### src/hw/rtl/assert_macros.svh
// ----------------------------------------------------------------------------
// Assertion macros
// Concurrent assertion wrappers. All of them expand to nothing in synthesis.
// ----------------------------------------------------------------------------
`ifndef ASSERT_MACROS_SVH
`define ASSERT_MACROS_SVH

`ifndef SYNTHESIS

// Condition must hold at every clock edge outside reset.
`define HPF_ASSERT_ALWAYS(lbl, clk, rst_n, cond) \
  lbl: assert property (@(posedge clk) disable iff (!rst_n) (cond)) \
    else $error("hpf: invariant violated");

// Consequent must hold in the same cycle as the antecedent.
`define HPF_ASSERT_IMPLIES(lbl, clk, rst_n, ante, cons) \
  lbl: assert property (@(posedge clk) disable iff (!rst_n) (ante) |-> (cons)) \
    else $error("hpf: implication violated");

// Consequent must hold in the cycle after the antecedent.
`define HPF_ASSERT_NEXT(lbl, clk, rst_n, ante, cons) \
  lbl: assert property (@(posedge clk) disable iff (!rst_n) (ante) |=> (cons)) \
    else $error("hpf: next-cycle check violated");

`else

`define HPF_ASSERT_ALWAYS(lbl, clk, rst_n, cond)
`define HPF_ASSERT_IMPLIES(lbl, clk, rst_n, ante, cons)
`define HPF_ASSERT_NEXT(lbl, clk, rst_n, ante, cons)

`endif

`endif

### src/hw/rtl/hpf_pkg.sv
// ----------------------------------------------------------------------------
// hpf_pkg
// Types, constants and arithmetic helpers of the half-pel six-tap filter.
// ----------------------------------------------------------------------------
package hpf_pkg;

  localparam int PIX_W       = 8;
  localparam int TAPS        = 6;
  localparam int HIST_ROWS   = 5;   // rows kept per column; also the output lag
  localparam int ROW_LAG     = 5;
  localparam int COL_LAG     = 5;
  localparam int V_TAP       = 2;   // window position of the vertical half-pel
  localparam int ROW_WIDTH_W = 12;
  localparam int ROW_CNT_W   = 3;

  localparam logic [ROW_WIDTH_W-1:0] ROW_WIDTH_RST = 12'd2048;

  // Unrounded filter sums: one pass fits 15 bits signed, two passes 21 bits.
  localparam int VSUM_W  = 15;
  localparam int CSUM_W  = 21;
  localparam int VT_W    = VSUM_W + 1;
  localparam int CT_W    = CSUM_W + 1;
  localparam int H_BIAS  = 16;
  localparam int H_SHIFT = 5;
  localparam int C_BIAS  = 512;
  localparam int C_SHIFT = 10;

  localparam int OFIFO_DEPTH = 8;
  localparam int OFIFO_PTR_W = 3;
  localparam int OFIFO_CNT_W = 4;

  typedef logic [PIX_W-1:0]         pix_t;
  typedef logic signed [VSUM_W-1:0] vsum_t;
  typedef logic signed [CSUM_W-1:0] csum_t;

  typedef struct packed {
    pix_t pixel;
    logic frame_start;
  } pix_in_t;

  typedef struct packed {
    pix_t h_pel;
    pix_t v_pel;
    pix_t c_pel;
    logic row_end;
  } pel_out_t;

  // Accepted transaction as handed to the column stage.
  typedef struct packed {
    logic valid;
    pix_t pix;
    logic emit;
    logic last;
  } acc_t;

  typedef struct packed {
    logic valid;
    logic last;
  } tag_t;

  typedef struct packed {
    logic     valid;
    pel_out_t data;
  } push_t;

  // Taps 1,-5,20,20,-5,1 over unsigned pixels, built from shifts and adds.
  function automatic vsum_t tap6_pix(input pix_t a, input pix_t b, input pix_t c,
                                     input pix_t d, input pix_t e, input pix_t f);
    vsum_t outer;
    vsum_t mid;
    vsum_t inner;
    outer = VSUM_W'(a) + VSUM_W'(f);
    mid   = VSUM_W'(b) + VSUM_W'(e);
    inner = VSUM_W'(c) + VSUM_W'(d);
    return (inner <<< 4) + (inner <<< 2) - (mid <<< 2) - mid + outer;
  endfunction

  function automatic pix_t clip_h(input vsum_t v);
    logic signed [VT_W-1:0] t;
    t = VT_W'(v) + VT_W'(H_BIAS);
    if (t[VT_W-1]) begin
      return '0;
    end else if (|t[VT_W-2:H_SHIFT+PIX_W]) begin
      return '1;
    end else begin
      return t[H_SHIFT+PIX_W-1:H_SHIFT];
    end
  endfunction

  function automatic pix_t clip_c(input csum_t v);
    logic signed [CT_W-1:0] t;
    t = CT_W'(v) + CT_W'(C_BIAS);
    if (t[CT_W-1]) begin
      return '0;
    end else if (|t[CT_W-2:C_SHIFT+PIX_W]) begin
      return '1;
    end else begin
      return t[C_SHIFT+PIX_W-1:C_SHIFT];
    end
  endfunction

endpackage

### src/hw/rtl/hpf_filter.sv
// ----------------------------------------------------------------------------
// hpf_filter
// Horizontal and centre filters over the windows, then rounding and clipping.
// ----------------------------------------------------------------------------
module hpf_filter (
  input  logic           clk,
  input  logic           rst_n,
  input  hpf_pkg::tag_t  s2,
  input  hpf_pkg::pix_t  pix_win  [hpf_pkg::TAPS],
  input  hpf_pkg::vsum_t vsum_win [hpf_pkg::TAPS],
  output hpf_pkg::push_t push
);
  import hpf_pkg::*;

  function automatic csum_t tap6_vsum(input vsum_t a, input vsum_t b, input vsum_t c,
                                      input vsum_t d, input vsum_t e, input vsum_t f);
    csum_t outer;
    csum_t mid;
    csum_t inner;
    outer = CSUM_W'(a) + CSUM_W'(f);
    mid   = CSUM_W'(b) + CSUM_W'(e);
    inner = CSUM_W'(c) + CSUM_W'(d);
    return (inner <<< 4) + (inner <<< 2) - (mid <<< 2) - mid + outer;
  endfunction

  logic     a_valid_r;
  logic     a_last_r;
  vsum_t    a_h_r;
  vsum_t    a_v_r;
  csum_t    a_c_r;
  logic     push_valid_r;
  pel_out_t push_data_r;

  always_ff @(posedge clk) begin
    if (!rst_n) begin
      a_valid_r    <= 1'b0;
      push_valid_r <= 1'b0;
    end else begin
      a_valid_r    <= s2.valid;
      push_valid_r <= a_valid_r;
    end
  end

  always_ff @(posedge clk) begin
    a_last_r <= s2.last;
    a_h_r    <= tap6_pix(pix_win[0], pix_win[1], pix_win[2],
                         pix_win[3], pix_win[4], pix_win[5]);
    a_v_r    <= vsum_win[V_TAP];
    a_c_r    <= tap6_vsum(vsum_win[0], vsum_win[1], vsum_win[2],
                          vsum_win[3], vsum_win[4], vsum_win[5]);

    push_data_r.h_pel   <= clip_h(a_h_r);
    push_data_r.v_pel   <= clip_h(a_v_r);
    push_data_r.c_pel   <= clip_c(a_c_r);
    push_data_r.row_end <= a_last_r;
  end

  assign push.valid = push_valid_r;
  assign push.data  = push_data_r;
endmodule

### config.mk
export PLATFORM = sky130hd
export DESIGN_NAME = hpf_filter
export DESIGN_NICKNAME = d
export VERILOG_FILES = /design/src/hw/rtl/assert_macros.svh /design/src/hw/rtl/hpf_pkg.sv /design/src/hw/rtl/hpf_filter.sv
export SDC_FILE = /design/constraint.sdc
export NUM_CORES = 1
export LEC_CHECK = 0
export BUFFER_PORTS_ARGS = -buffer_cell sky130_fd_sc_hd__buf_2
export CORE_MARGIN = 8
export CORE_UTILIZATION = 55
export DETAILED_ROUTE_END_ITERATION = 10
export PLACE_DENSITY = 0.88
export SLEW_MARGIN = 20
export SYNTH_ARGS = -nofsm -noshare
export SYNTH_HDL_FRONTEND = slang
export SYNTH_SLANG_ARGS = --single-unit
### constraint.sdc
create_clock -name clk -period 8.5 [get_ports clk]
set_input_delay 2.125 -clock clk [delete_from_list [all_inputs] [get_ports clk]]
set_output_delay 2.125 -clock clk [all_outputs]
set_load 0.01 [all_outputs]
==> results of run 1 <==
## worst paths after layout
check / from / to
setup / recovery: vsum_win[15] / a_c_r[20]
hold / removal: a_last_r / push[0]
setup reg to reg: a_v_r[6] / push[14]
hold reg to reg: a_last_r / push[0]
## cells in the final DEF (no fill, tap or decap), drive strengths merged, types with 8 or more instances in the layout
master	synthesis	layout
clkbuf	0	12
dfxtp	62	62
fa	92	92
xor2	26	26
o21a	9	9
nor2	34	34
inv	182	182
nand3	20	20
buf	1	167
o21bai	13	13
nor2b	8	8
o21ai	21	21
and3	11	11
a21oi	69	69
xnor2	52	52
a21o	16	16
nor3	16	16
nand2b	8	8
nand2	24	24
ha	100	100
## layout make-up
cell class                      count  area (um^2)  area share
Tap cell                          180          225      0.0254
Sequential cell                    62         1240       0.140
Timing Repair Buffer              167          836      0.0942
Inverter                          182          683      0.0770
Clock inverter                      4         22.5     0.00254
Multi-Input combinational cell    578         5610       0.633
Clock buffer                       12          246      0.0278
## state kept, by name, summed over array words and instances, names as in the netlist
signal and count:
a_c_r 12, a_h_r 11, a_last_r 1, a_v_r 11, a_valid_r 1, push 25
push_valid_r 1
## cell usage after synthesis, types with 2 or more instances
| cell type | instances |
|---|---|
| o31ai_1 | 2 |
| nand2b_1 | 8 |
| o21bai_1 | 13 |
| and3_1 | 11 |
| nand2_1 | 24 |
| a211oi_1 | 4 |
| and2_1 | 5 |
| inv_1 | 181 |
| xnor2_1 | 52 |
| a21o_1 | 16 |
| a31oi_1 | 4 |
| a221oi_2 | 2 |
| a21boi_1 | 3 |
| nor3_1 | 15 |
| and4_1 | 2 |
| a21oi_2 | 3 |
| dfxtp_1 | 62 |
| o21ai_0 | 11 |
| nand3_1 | 20 |
| nor2_1 | 34 |
| a21oi_1 | 66 |
| o211ai_1 | 2 |
| o2111a_1 | 2 |
| nand4_1 | 5 |
| ha_1 | 100 |
| or3_1 | 5 |
| o21ai_2 | 2 |
| fa_1 | 92 |
| xor2_1 | 26 |
| nor2b_1 | 8 |
| or2_2 | 2 |
| o21ai_1 | 8 |
| o21a_1 | 8 |
## power breakdown
group | switching, uW | total [uW] | internal, uW
Sequential | 66.6 | 512 | 445
Clock | 120 | 323 | 203
Combinational | 1580 | 2900 | 1330
## kinds of logic (layout without fill, tap and decap cells)
logic type / Yosys count / count (layout)
fa+ha+maj: 192 / 192
xor+xnor: 78 / 78
compound gates: 165 / 165
buf+inv: 183 / 365
simple gates: 143 / 143
flops: 62 / 62
## layer usage
metal,vias to the layer above,wire (um),part of all wire
met5,-,0,0
met4,0,335,0.020
met3,27,765,0.046
met2,151,8950,0.54
met1,2919,6450,0.39
li1,3058,-,-
## metrics by stage
stage	area, um^2	setup WS, ns
floorplan	7550	1.56
global placement	8600	1.22
detailed placement	8600	1.02
CTS	8870	1.35
global route	8870	1.07
finish	8870	1.37
## worst max-delay path: cells and delay by family
family | cells | cell delay (ns)
buf+inv | 4 | 0.24
simple gates | 2 | 0.24
compound gates | 9 | 2.03
fa+ha+maj | 6 | 2.41
xor+xnor | 2 | 0.32
==> flow_summary.toml, run 1 <==
[final_layout]
area_growth_pct = 17.5
stdcell_count = 1185
fillers = 1067
fin_nets = 1334
n_antenna_cell = 0
drive_above_1_share = 0.197
post-route-util = 0.649

[yosys]
synth_edf_count = 0
synth-compound-area-share = 0.148
ys_types = 58
synthFlopType = "dfxtp_1"
muxShareOfSynthArea = 0
syn_avg_cell_area_um2 = 9.17
yosys_warnings = 0
synth-xor-area-share = 0.0905
synth-async-reset-ratio = 0
ys_seq_area_frac = 0.164
synth_fp_nets = 1157
synthAdderAreaFrac = 0.410
synth.top_cell.area_share = 0.244
synth_top_family_by_area = "adder cells"
synth_area_leader_cell = "fa_1"
yosys-top-cells-area = "fa_1 24%, ha_1 17%, dfxtp_1 16%, inv_1 9.0%, xnor2_1 6.0%"
synth-simple-area-share = 0.0955
syn_inst = 823
synth-seq-cells = 62
synth_area_um2 = 7550

[route]
drc_errors = 0
routed_via_density = 5.19
wl_mm = 16.5
drt_pass1_iterations = 6
routedWlPerCell_um = 13.9
antenna_left = 0
drtIter0Drc = 223
vias = 6155

[grt]
grt_util_met1 = 0.202
grt_pass1_wl_mm = 28.7
first_global_vias = 6715
antenna_found_initial = 0
gr-total-overflow = 0
busiest_layer = "met2"
grt_max_degree = 11
met3_usage = 0.0354
use_met2 = 0.373
grt_usage = 0.191

[floorplanning]
core_area_um2 = 13700
dieArea_um2 = 17700
num_io_pins = 168
initial_core_util = 0.552
num_rows = 43
die_width_um = 133
fp.dieH_um = 133

[sta]
max_freq_mhz = 140
final.period_utilization = 0.839
setup_viol = 0
fin_crit_ns = 7.13
whs_ns = 0.327
hold_viol = 0
tns_ns = 0
rsz0062_at_grt = "false"
slew_viol_final = 0
worstMarginPinSlew_ns = 0.873
clock_skew_ns = 0.00499
relSlewSlack = 0.413

[critical_path]
cp_max_fo = 5
cp_slowest_stage_delay_ns = 0.53
critPathCaptureType = "flop"
r2r_slack_ns = 6.55
critPathRequiredTime_ns = 8.75
start_kind = "input port"
cpMostUsedCell = "fa_1"
critical_path_class = "in2reg"
rr_worst_depth = 6
critical_path.slowest_cell = "fa_1"
critPathArrivalTime_ns = 7.38
cp_cell_sequence = "buf_2, ha_1, fa_1, a21oi_1, o21bai_1, a21oi_1, o21ai_1, a211oi_1, xnor2_1, fa_1, inv_1, fa_1, inv_1, fa_1, inv_1, ha_1, nor3_2, nand2_1, o31a_1, a41o_4, o21a_4, a211oi_2, xnor2_1"

[cts]
postCtsHoldBufs = 0
clk_root_buffer_cell = "clkbuf_16"
cts_sinks = 62
cts_tree = "built"
path_clk_slew_ns = 0.05
ctsResizeCount = 0
clockBufferDepth = 2
clock_latency_ns = 0.32
htree_levels = 3
cts_buffers = 9
cts_setup_buffers = 0

[worst_hold_path]
hold_path_class = "reg2reg"
min_path_cells = 0

[placed_design]
io_buffers = 167
place_inst = 1169
gp_congestion = 0.856
hpwl_mm = 14.7

[run]
cap_viol_max_count = 0

[power]
power_uw = 3740
ir_drop_v = 0.000326
power_density_nw_per_um2 = 422
p_leak_uw = 0.00464

[outcome]
outcome = "finished, final reports clean"
Power figures use the tool's default switching activity.
==> inputs of run 2 (changes only) <==
CORE_UTILIZATION = 51   (was 55)
PLACE_DENSITY = 0.86   (was 0.88)
clock period = 6.05 ns   (was 8.5 ns; I/O delays follow)
==> flow_summary.toml, run 2 (same netlist as run 1, synthesis figures left out) <==
[power]
p_leak_uw = 0.00522
power_uw = 6960
ir_drop_v = 0.000566
power_density_nw_per_um2 = 688

[sta]
hold_viol = 0
rsz0062_at_grt = "true"
worstMarginPinSlew_ns = 0.992
clock_skew_ns = 0.00643
finalWorstSetupSlack_ns = -0.203
setup_viol = 6
fin_crit_ns = 6.25
final.period_utilization = 1.03
slew_viol_final = 0
max_freq_mhz = 160
relSlewSlack = 0.333

[run]
cap_viol_max_count = 0

[cts]
clockBufferDepth = 2
cts_buffers = 9
htree_levels = 3
clk_root_buffer_cell = "clkbuf_16"
postCtsHoldBufs = 0
cts_sinks = 62
clock_latency_ns = 0.33
path_clk_slew_ns = 0.05
cts_tree = "built"

[floorplanning]
num_rows = 44
initial_core_util = 0.521
fp.dieH_um = 138
dieArea_um2 = 18900
die_width_um = 138
core_area_um2 = 14500
num_io_pins = 168

[route]
antenna_left = 0
drt_pass1_iterations = 7
drtIter0Drc = 225
vias = 6776
routed_via_density = 5.26
drc_errors = 0
wl_mm = 20.7
routedWlPerCell_um = 16.1

[grt]
grt_max_degree = 12
grt_pass1_wl_mm = 31.4
antenna_found_initial = 0
gr-total-overflow = 0
grt_usage = 0.203
first_global_vias = 7164

[final_layout]
post-route-util = 0.699
drive_above_1_share = 0.342
largest_register_ffs = 25
fin_nets = 1430
area_growth_pct = 34.1
final_cell_mix = "173 x inv_1, 163 x buf_2, 95 x buf_4"
layout_commonest_cell = "inv_1"
fin_area_um2 = 10100

[placed_design]
hpwl_mm = 15.6
dpl_worst_slack_ns = -0.529
gp_congestion = 0.848
place_area_um2 = 9300
io_buffers = 167

[worst_hold_path]
min_path_cells = 0
hold_path_class = "reg2reg"

[critical_path]
rr_worst_depth = 6
critPathArrivalTime_ns = 6.50
critPathRequiredTime_ns = 6.30
start_kind = "input port"
cp_max_fo = 3
critical_path_class = "in2reg"
critPathCaptureType = "flop"

[outcome]
violations = "setup timing"
outcome = "finished, violations left"
[run 2: cell types whose count changed in the layout (fill, tap and decap cells not counted), sizes merged]
cell	delta
buf	+96
bufinv	+1
clkinvlp	+2
clkbuf	-2
diode	+3
clkinv	-1
[run 2: timing repair]
item / 4_1_cts / 5_1_grt
endpoints found under the hold margin: 0 / 0
setup buffers: 9 / 3
resized for setup: 36 / 52
pin swaps: 55 / 55
endpoints found under the setup margin: 6 / 12
[run 2: metal layers]
layer	global-route usage	routed length, um	vias up
li1	-	-	3246
met5	0	0	-
met4	0.0604	714	0
met1	0.224	7720	3229
met2	0.390	11000	234
met3	0.0270	1250	67
[run 2: critical path: stages]
cell and delay, ns:
buf_6 0.07, ha_4 0.13, inv_2 0.04, fa_2 0.33
nor2b_1 0.13, o21ai_1 0.09, a21oi_1 0.19, o21a_1 0.25
o21ai_2 0.09, nand2_2 0.11, a21oi_4 0.07, xnor2_2 0.26
fa_1 0.50, fa_1 0.51, inv_1 0.06, fa_1 0.50
inv_2 0.05, ha_4 0.17, nor3_4 0.16, nand2_1 0.10
o31a_1 0.34, a41o_4 0.24, o21a_4 0.21, a211oi_2 0.23
xnor2_1 0.14
[run 2: power breakdown]
part	total, uW	leakage [uW]	internal, uW	switching (uW)
logic	5760	0.00457	2890	2860
clock network	495	0.000135	317	179
registers	712	0.000522	625	86.7
total	6960	0.00522	3840	3130
[run 2: stage by stage]
step,hold WS [ns],instances,TNS [ns]
floorplan,0.310,823,-0.0990
global placement,0.310,1257,-1.90
detailed placement,0.313,1257,-3.81
CTS,0.325,1282,-0.0182
global route,0.327,1285,-1.61
finish,0.324,1288,-0.644
[run 2: final timing paths]
path	to	from	slack (ns)
min	push[0]	a_last_r	0.32
max reg2reg	push[10]	a_v_r[6]	4.01
min reg2reg	push[0]	a_last_r	0.32
max	a_c_r[20]	vsum_win[30]	-0.20
[run 2: final cells by class]
type | count | area [um^2]
diodes | 3 | 7.51
clock buffers | 10 | 229
clock inverters | 6 | 62.6
fillers | 958 | 4360
inverters | 182 | 683
multi-input cells | 578 | 6080
flip-flops and latches | 62 | 1240
well taps | 184 | 230
repair buffers | 263 | 1590
