`config.mk`:
```
export PLATFORM = sky130hd
export DESIGN_NAME = hpf_ofifo_flat
export DESIGN_NICKNAME = d
export VERILOG_FILES = /design/src/hw/rtl/assert_macros.svh /design/src/hw/rtl/hpf_pkg.sv /design/src/hw/rtl/hpf_stream_if.sv /design/src/hw/rtl/hpf_ofifo.sv /design/src/flat_wrapper.sv
export SDC_FILE = /design/constraint.sdc
export NUM_CORES = 1
export LEC_CHECK = 0
export BUFFER_PORTS_ARGS = -buffer_cell sky130_fd_sc_hd__buf_2
export CORE_MARGIN = 5
export CORE_UTILIZATION = 51
export DETAILED_ROUTE_END_ITERATION = 6
export PLACE_DENSITY = 0.91
export SYNTH_ARGS = -nofsm -noshare
export SYNTH_HDL_FRONTEND = slang
export SYNTH_SLANG_ARGS = --single-unit
```
`constraint.sdc`:
```
create_clock -name clk -period 3.95 [get_ports clk]
set_clock_uncertainty 0.2 [all_clocks]
set_input_delay 0.5925 -clock clk [delete_from_list [all_inputs] [get_ports clk]]
set_output_delay 0.5925 -clock clk [all_outputs]
set_load 0.02 [all_outputs]
```
`src/hw/rtl/assert_macros.svh`:
```
// ----------------------------------------------------------------------------
// Assertion macros
// Concurrent assertion wrappers. All of them expand to nothing in synthesis.
// ----------------------------------------------------------------------------
`ifndef ASSERT_MACROS_SVH
`define ASSERT_MACROS_SVH

`ifndef SYNTHESIS

// Condition must hold at every clock edge outside reset.
`define HPF_ASSERT_ALWAYS(lbl, clk, rst_n, cond) \
  lbl: assert property (@(posedge clk) disable iff (!rst_n) (cond)) \
    else $error("hpf: invariant violated");

// Consequent must hold in the same cycle as the antecedent.
`define HPF_ASSERT_IMPLIES(lbl, clk, rst_n, ante, cons) \
  lbl: assert property (@(posedge clk) disable iff (!rst_n) (ante) |-> (cons)) \
    else $error("hpf: implication violated");

// Consequent must hold in the cycle after the antecedent.
`define HPF_ASSERT_NEXT(lbl, clk, rst_n, ante, cons) \
  lbl: assert property (@(posedge clk) disable iff (!rst_n) (ante) |=> (cons)) \
    else $error("hpf: next-cycle check violated");

`else

`define HPF_ASSERT_ALWAYS(lbl, clk, rst_n, cond)
`define HPF_ASSERT_IMPLIES(lbl, clk, rst_n, ante, cons)
`define HPF_ASSERT_NEXT(lbl, clk, rst_n, ante, cons)

`endif

`endif

```
`src/hw/rtl/hpf_pkg.sv`:
```
// ----------------------------------------------------------------------------
// hpf_pkg
// Types, constants and arithmetic helpers of the half-pel six-tap filter.
// ----------------------------------------------------------------------------
package hpf_pkg;

  localparam int PIX_W       = 8;
  localparam int TAPS        = 6;
  localparam int HIST_ROWS   = 5;   // rows kept per column; also the output lag
  localparam int ROW_LAG     = 5;
  localparam int COL_LAG     = 5;
  localparam int V_TAP       = 2;   // window position of the vertical half-pel
  localparam int ROW_WIDTH_W = 12;
  localparam int ROW_CNT_W   = 3;

  localparam logic [ROW_WIDTH_W-1:0] ROW_WIDTH_RST = 12'd2048;

  // Unrounded filter sums: one pass fits 15 bits signed, two passes 21 bits.
  localparam int VSUM_W  = 15;
  localparam int CSUM_W  = 21;
  localparam int VT_W    = VSUM_W + 1;
  localparam int CT_W    = CSUM_W + 1;
  localparam int H_BIAS  = 16;
  localparam int H_SHIFT = 5;
  localparam int C_BIAS  = 512;
  localparam int C_SHIFT = 10;

  localparam int OFIFO_DEPTH = 8;
  localparam int OFIFO_PTR_W = 3;
  localparam int OFIFO_CNT_W = 4;

  typedef logic [PIX_W-1:0]         pix_t;
  typedef logic signed [VSUM_W-1:0] vsum_t;
  typedef logic signed [CSUM_W-1:0] csum_t;

  typedef struct packed {
    pix_t pixel;
    logic frame_start;
  } pix_in_t;

  typedef struct packed {
    pix_t h_pel;
    pix_t v_pel;
    pix_t c_pel;
    logic row_end;
  } pel_out_t;

  // Accepted transaction as handed to the column stage.
  typedef struct packed {
    logic valid;
    pix_t pix;
    logic emit;
    logic last;
  } acc_t;

  typedef struct packed {
    logic valid;
    logic last;
  } tag_t;

  typedef struct packed {
    logic     valid;
    pel_out_t data;
  } push_t;

  // Taps 1,-5,20,20,-5,1 over unsigned pixels, built from shifts and adds.
  function automatic vsum_t tap6_pix(input pix_t a, input pix_t b, input pix_t c,
                                     input pix_t d, input pix_t e, input pix_t f);
    vsum_t outer;
    vsum_t mid;
    vsum_t inner;
    outer = VSUM_W'(a) + VSUM_W'(f);
    mid   = VSUM_W'(b) + VSUM_W'(e);
    inner = VSUM_W'(c) + VSUM_W'(d);
    return (inner <<< 4) + (inner <<< 2) - (mid <<< 2) - mid + outer;
  endfunction

  function automatic pix_t clip_h(input vsum_t v);
    logic signed [VT_W-1:0] t;
    t = VT_W'(v) + VT_W'(H_BIAS);
    if (t[VT_W-1]) begin
      return '0;
    end else if (|t[VT_W-2:H_SHIFT+PIX_W]) begin
      return '1;
    end else begin
      return t[H_SHIFT+PIX_W-1:H_SHIFT];
    end
  endfunction

  function automatic pix_t clip_c(input csum_t v);
    logic signed [CT_W-1:0] t;
    t = CT_W'(v) + CT_W'(C_BIAS);
    if (t[CT_W-1]) begin
      return '0;
    end else if (|t[CT_W-2:C_SHIFT+PIX_W]) begin
      return '1;
    end else begin
      return t[C_SHIFT+PIX_W-1:C_SHIFT];
    end
  endfunction

endpackage

```
`src/hw/rtl/hpf_stream_if.sv`:
```
// ----------------------------------------------------------------------------
// hpf_stream_if
// Valid/ready stream channel with a typed payload.
// ----------------------------------------------------------------------------
interface hpf_stream_if #(
  parameter type payload_t = logic
);
  logic     valid;
  logic     ready;
  payload_t data;

  modport source (output valid, output data, input ready);
  modport sink   (input valid, input data, output ready);
endinterface

```
`src/hw/rtl/hpf_ofifo.sv`:
```
// ----------------------------------------------------------------------------
// hpf_ofifo
// Small result queue that decouples the filter pipeline from output stalls.
// ----------------------------------------------------------------------------
module hpf_ofifo (
  input  logic                              clk,
  input  logic                              rst_n,
  input  hpf_pkg::push_t                    push,
  hpf_stream_if.source                      out_if,
  output logic [hpf_pkg::OFIFO_CNT_W-1:0]   count
);
  import hpf_pkg::*;

  pel_out_t               mem_r [OFIFO_DEPTH];
  logic [OFIFO_PTR_W-1:0] wptr_r;
  logic [OFIFO_PTR_W-1:0] rptr_r;
  logic [OFIFO_CNT_W-1:0] cnt_r;
  logic [OFIFO_CNT_W-1:0] cnt_nxt;
  logic                   pop;

  assign pop     = out_if.valid && out_if.ready;
  assign cnt_nxt = cnt_r + OFIFO_CNT_W'(push.valid) - OFIFO_CNT_W'(pop);

  // The upstream credit count keeps pushes from ever meeting a full queue.
  always_ff @(posedge clk) begin
    if (!rst_n) begin
      wptr_r <= '0;
      rptr_r <= '0;
      cnt_r  <= '0;
    end else begin
      cnt_r <= cnt_nxt;
      if (push.valid) begin
        wptr_r <= wptr_r + OFIFO_PTR_W'(1);
      end
      if (pop) begin
        rptr_r <= rptr_r + OFIFO_PTR_W'(1);
      end
    end
  end

  always_ff @(posedge clk) begin
    if (push.valid) begin
      mem_r[wptr_r] <= push.data;
    end
  end

  assign out_if.valid = (cnt_r != '0);
  assign out_if.data  = mem_r[rptr_r];
  assign count        = cnt_r;
endmodule

```
`src/flat_wrapper.sv`:
```
// flat-port wrapper written by rule: the top's interface ports become plain ports
module hpf_ofifo_flat import hpf_pkg::*;
  (clk, rst_n, push, count, out_if_valid, out_if_data, out_if_ready);
  hpf_stream_if out_if_i ();
  input  logic clk;
  input  logic rst_n;
  input  hpf_pkg::push_t push;
  output logic [hpf_pkg::OFIFO_CNT_W-1:0] count;
  output wire logic [$bits(out_if_i.valid)-1:0] out_if_valid;
  output wire logic [$bits(out_if_i.data)-1:0] out_if_data;
  input wire logic [$bits(out_if_i.ready)-1:0] out_if_ready;
  assign out_if_valid = out_if_i.valid;
  assign out_if_data = out_if_i.data;
  assign out_if_i.ready = out_if_ready;
  hpf_ofifo u_core (.clk(clk), .rst_n(rst_n), .push(push), .out_if(out_if_i), .count(count));
endmodule
```
==> results of run 1 <==
[power groups by stage]
stage | Clock (mW) | Combinational (mW) | Sequential, mW
final | 0.104 | 0.240 | 0.281
after detailed placement | 0 | 0.244 | 0.288
after global routing | 0.120 | 0.270 | 0.286
after CTS | 0.105 | 0.245 | 0.282
after global placement | 0 | 0.227 | 0.283
after floorplan | 0 | 0.163 | 0.300
[cell families after synthesis]
group           after synthesis
simple gates                 32
mux                          12
flops                        21
fa+ha+maj                     7
compound gates                2
buf+inv                       4
xor+xnor                      3
[layout make-up]
| cell class | instances | area (um^2) | share of cell area |
|---|---|---|---|
| Inverter | 3 | 11.3 | 0.0105 |
| Timing Repair Buffer | 10 | 50.0 | 0.0467 |
| Clock buffer | 3 | 22.5 | 0.0210 |
| Tap cell | 25 | 31.3 | 0.0292 |
| Multi-Input combinational cell | 56 | 452 | 0.421 |
| Clock inverter | 1 | 5.00 | 0.00467 |
| Sequential cell | 21 | 500 | 0.467 |
[how the worst max path moves through the flow]
stage / startpoint / endpoint / slack, ns / cells after the start
floorplan: u_core.count[2] / u_core.count[3] / 1.45 / 9
global placement: u_core.count[2] / u_core.count[2] / 1.60 / 9
detailed placement: u_core.count[2] / u_core.count[2] / 1.50 / 9
CTS: register / out_if_data / 1.44 / 3
global route: register / out_if_data / 1.39 / 3
finish: register / out_if_data / 1.46 / 3
[worst max-delay path, stage by stage (launching register included)]
cell     delay, ns
dfxtp_1       0.39
mux4_1        0.57
mux2_2        0.27
buf_2         0.16
[through the flow]
stage / utilization / instance area, um^2
floorplan: - / 967
global placement: 0.592 / 1040
detailed placement: 0.592 / 1040
CTS: 0.608 / 1070
global route: 0.608 / 1070
finish: 0.608 / 1070
[synth_stat cells]
cell type / instances
a21o_1: 1
a21oi_1: 1
and2_1: 5
clkbuf_1: 1
dfxtp_1: 13
edfxtp_1: 8
fa_1: 1
ha_1: 6
inv_1: 3
mux2_2: 1
mux2i_1: 9
mux4_1: 2
nand2_1: 8
nand2_2: 1
nand2b_1: 6
nand3_1: 1
nor2_1: 6
nor2b_1: 1
nor3_1: 2
or2_2: 1
or3b_1: 1
xnor2_1: 1
xor2_1: 2
[routing by layer]
layer | wire [um] | up-vias | share of wire
met5 | 0 | - | 0
met4 | 50 | 0 | 0.029
met3 | 54 | 6 | 0.032
met2 | 923 | 12 | 0.54
met1 | 668 | 300 | 0.39
li1 | - | 305 | -
==> impl_metrics.py, run 1 <==
metrics = {
    "finish": {
        "final_cell_count_no_fill": 119,
        "final_cell_mix": "13 x dfxtp_1, 10 x buf_2, 9 x mux2i_1",
        "final_common_cell": "dfxtp_1",
        "area_growth_pct": 10.9,
        "fill_cells": 159,
        "diodes": 0,
        "num-nets-final": 131,
        "layout-drive-gt1-share": 0.181,
    },
    "route": {
        "ant_nets": 0,
        "vias": 623,
        "wirelength_um": 1700,
        "viasPerCell": 5.24,
        "drc": 0,
        "wl_per_cell_um": 14.3,
        "drt-initial-drc-count": 18,
        "firstDrtPassIters": 4,
    },
    "timing": {
        "relSlewSlack": 0.818,
        "whs_ns": 0.293,
        "fmax_mhz": 402,
        "tns_ns": 0,
        "fin_crit_ns": 2.49,
        "tightest_slew_ns": 0.272,
        "hold_viol": 0,
        "fin_crit_sh": 0.630,
        "slew_violations": 0,
        "worst_slack_ns": 1.46,
        "rsz0062_at_grt": "no",
        "finalSetupViolations": 0,
    },
    "outcome": {
        "outcome": "complete, no violations",
    },
    "global_route": {
        "gr-usage-met2": 0.259,
        "grt_most_used_layer": "met2",
        "met3_usage": 0.0416,
        "grt_pass1_vias": 677,
        "grt_util_met1": 0.143,
        "grt_pass1_wl_um": 2830,
        "grt_usage": 0.143,
        "antenna_found_initial": 0,
        "grt_max_degree": 15,
        "grt_overflow_total": 0,
    },
    "worst_setup_path": {
        "reg2reg_slack_ns": 1.49,
        "r2r_end": "u_core.count[2]",
        "cp-end-kind": "primary output",
        "cp.arrival_ns": 1.69,
        "cp_max_fo": 2,
        "r2r-start": "u_core.count[2]",
        "worst_ep_required_time_ns": 3.16,
        "startpoint_type": "register",
        "r2r_cells": 9,
        "worst-setup-path-type": "reg2out",
    },
    "placement": {
        "io_buffers": 10,
        "place_congestion": 0.730,
        "place_inst": 115,
        "pre_cts_slack_ns": 1.50,
    },
    "min_path": {
        "hold_end": "u_core.rptr_r[2]",
        "min_from": "u_core.rptr_r[2]",
        "whs_path_depth": 2,
        "worst_hold_path_type": "reg2reg",
    },
    "logic_synthesis": {
        "ys_warn_count": 0,
        "synth_fa_ha_area_frac": 0.0983,
        "ys_ff_latch": 21,
        "seq_area_frac_synth": 0.517,
        "synthSimpleGateAreaFrac": 0.169,
        "synth-compound-area-share": 0.0129,
        "synth_area_um2": 967,
        "synthTopCellsByArea": "dfxtp_1 27%, edfxtp_1 25%, mux2i_1 9.3%",
        "synth-xor-area-share": 0.0272,
        "yosysUniqueCellTypes": 23,
        "synth_top_family_by_area": "simple AND/OR/NAND/NOR gates",
        "synth_fp_nets": 117,
        "synthCells": 81,
        "syn_area_per_cell_um2": 11.9,
        "muxShareOfSynthArea": 0.159,
        "yosys.area.top_type": "dfxtp_1",
        "synth.top_cell.area_share": 0.269,
    },
    "power_and_ir_drop": {
        "leakagePower_nw": 0.468,
        "switching_share": 0.350,
        "p_clk_frac": 0.166,
        "switching_power_mw": 0.219,
        "total_power_mw": 0.626,
        "p_int_mw": 0.406,
        "ir_drop_mv": 0.418,
        "seqPwrFrac": 0.450,
        "power.density_cell_area_nw_per_um2": 583,
        "p_comb_frac": 0.384,
    },
    "floorplan": {
        "start_util": 0.548,
        "die_w_um": 53.5,
        "core-area_um2": 1760,
        "die_area_um2": 2870,
        "fp.dieH_um": 53.5,
        "io_pins": 35,
        "fp-row-count": 15,
    },
    "cts": {
        "ctsHoldBuffers": 0,
        "cts_setup_buffers": 0,
        "cts_tree": "built",
        "root_buffer": "clkbuf_4",
        "clock_path_buffers": 2,
        "clk_pin_slew_ns": 0.12,
        "cts.sink_count": 21,
        "cts_buffers": 3,
        "htree_levels": 1,
        "cts.repair.resized": 0,
        "insertion_delay_ns": 0.31,
    },
    "run": {
        "cap_violations": 0,
    },
}
Note: power is estimated with default switching activity, not from simulation.
==> run 2, diff against run 1 <==
--- a/config.mk
+++ b/config.mk
@@ -7,9 +7,9 @@
 export LEC_CHECK = 0
 export BUFFER_PORTS_ARGS = -buffer_cell sky130_fd_sc_hd__buf_2
 export CORE_MARGIN = 5
-export CORE_UTILIZATION = 51
+export CORE_UTILIZATION = 47
 export DETAILED_ROUTE_END_ITERATION = 6
-export PLACE_DENSITY = 0.91
+export PLACE_DENSITY = 0.85
 export SYNTH_ARGS = -nofsm -noshare
 export SYNTH_HDL_FRONTEND = slang
 export SYNTH_SLANG_ARGS = --single-unit
==> constraint.sdc (replaced) <==
create_clock -name clk -period 2.3 [get_ports clk]
set_clock_uncertainty 0.2 [all_clocks]
set_input_delay 0.345 -clock clk [delete_from_list [all_inputs] [get_ports clk]]
set_output_delay 0.345 -clock clk [all_outputs]
set_load 0.02 [all_outputs]
==> impl_metrics.py, run 2 (synthesized netlist as in run 1, its figures left out) <==
metrics = {
    "outcome": {
        "outcome": "complete, no violations",
    },
    "worst_setup_path": {
        "cp_max_fo": 3,
        "startpoint_type": "register",
        "worst_ep_required_time_ns": 2.31,
        "r2r_end": "u_core.count[2]",
        "cp-end-kind": "register",
        "r2r_cells": 9,
        "cp.arrival_ns": 2.23,
        "worst-setup-path-type": "reg2reg",
        "r2r-start": "u_core.count[2]",
        "reg2reg_slack_ns": 0.08,
    },
    "placement": {
        "dp_hpwl_um": 1130,
        "place_inst": 118,
        "io_buffers": 10,
        "pre_cts_slack_ns": 0.0796,
        "place_congestion": 0.704,
    },
    "cts": {
        "clock_path_buffers": 2,
        "clk_pin_slew_ns": 0.11,
        "ctsHoldBuffers": 0,
        "cts_buffers": 3,
        "htree_levels": 1,
        "cts.sink_count": 21,
        "cts_tree": "built",
        "root_buffer": "clkbuf_4",
        "insertion_delay_ns": 0.31,
    },
    "timing": {
        "slew_violations": 0,
        "hold_viol": 0,
        "fin_crit_sh": 0.963,
        "fin_crit_ns": 2.22,
        "finalSetupViolations": 0,
        "worst_slack_ns": 0.0842,
        "tns_ns": 0,
        "fmax_mhz": 451,
        "whs_ns": 0.112,
        "rsz0062_at_grt": "no",
        "tightest_slew_ns": 0.245,
        "relSlewSlack": 0.837,
    },
    "floorplan": {
        "start_util": 0.493,
        "die_area_um2": 3070,
        "core-area_um2": 1960,
        "io_pins": 35,
        "fp.dieH_um": 55.4,
        "die_w_um": 55.4,
        "fp-row-count": 16,
    },
    "finish": {
        "area_growth_pct": 15.1,
        "final_cell_mix": "11 x dfxtp_1, 10 x buf_2, 9 x mux2i_1",
        "final_common_cell": "dfxtp_1",
        "final_cell_count_no_fill": 123,
        "diodes": 0,
        "num-nets-final": 133,
        "layout-drive-gt1-share": 0.271,
    },
    "route": {
        "wl_per_cell_um": 12.1,
        "drc": 0,
        "viasPerCell": 4.96,
        "firstDrtPassIters": 4,
        "wirelength_um": 1490,
        "vias": 610,
        "ant_nets": 0,
        "drt-initial-drc-count": 17,
    },
    "global_route": {
        "grt_overflow_total": 0,
        "grt_max_degree": 15,
        "grt_pass1_vias": 624,
        "antenna_found_initial": 0,
        "grt_usage": 0.105,
        "grt_pass1_wl_um": 2550,
    },
    "power_and_ir_drop": {
        "power.density_cell_area_nw_per_um2": 1020,
        "total_power_mw": 1.14,
        "ir_drop_mv": 0.797,
        "leakagePower_nw": 0.480,
    },
    "min_path": {
        "hold_end": "u_core.mem_r[6][0]",
        "whs_path_depth": 1,
        "worst_hold_path_type": "in2reg",
        "min_from": "push[0]",
    },
    "run": {
        "cap_violations": 0,
    },
}
## run 2: changes by cell type in the layout (fill, tap and decap cells not counted), sizes merged
cell	delta
buf	+2
## run 2: area by class of cell
cell class / count / area [um^2]
multi-input cells: 56 / 470
inverters: 3 / 11.3
repair buffers: 12 / 65.1
fillers: 196 / 848
well taps: 27 / 33.8
clock buffers: 3 / 22.5
flip-flops and latches: 21 / 505
clock inverters: 1 / 5.00
## run 2: through the flow
| stage | area [um^2] | util |
|---|---|---|
| after detailed placement | 1080 | 0.548 |
| final | 1110 | 0.568 |
| after CTS | 1100 | 0.563 |
| after global routing | 1110 | 0.568 |
| after floorplan | 988 | - |
| after global placement | 1080 | 0.548 |
## run 2: layer usage
metal,GRT usage,share of wire,vias to the layer above
met1,0.114,0.40,286
met2,0.186,0.55,10
li1,-,-,310
met5,0,0,-
met4,0.0833,0.026,0
met3,0.00932,0.022,4
## run 2: worst max-delay path by stage
| stage | start | depth (start not counted) | endpoint | slack [ns] |
|---|---|---|---|---|
| 6_report | u_core.count[2] | 9 | u_core.count[2] | 0.08 |
| 5_1_grt | u_core.count[2] | 9 | u_core.count[2] | 0.009 |
| 3_3_place_gp | u_core.count[2] | 9 | u_core.count[3] | 0.11 |
| 3_5_place_dp | u_core.count[2] | 9 | u_core.count[2] | 0.08 |
| 4_1_cts | u_core.count[2] | 9 | u_core.count[3] | 0.05 |
| 2_1_floorplan | u_core.count[2] | 9 | u_core.count[3] | 0.007 |
## run 2: what timing repair did
action / 4_1_cts / 5_1_grt
endpoints found under the hold margin: 0 / 0
endpoints found under the setup margin: 0 / 2
resized for setup: 0 / 2
setup buffers: 0 / 1
## run 2: critical path: stages (launching register included)
cell,delay (ns)
dfxtp_4,0.36
inv_2,0.05
ha_1,0.13
or3b_4,0.40
nand2_4,0.08
mux2i_1,0.08
ha_2,0.20
fa_2,0.34
xor2_1,0.14
and2_1,0.15
## run 2: report_power, final
part | switching, mW | internal [mW]
Combinational | 0.241 | 0.240
Clock | 0.108 | 0.0649
Sequential | 0.0399 | 0.447
Total | 0.389 | 0.752
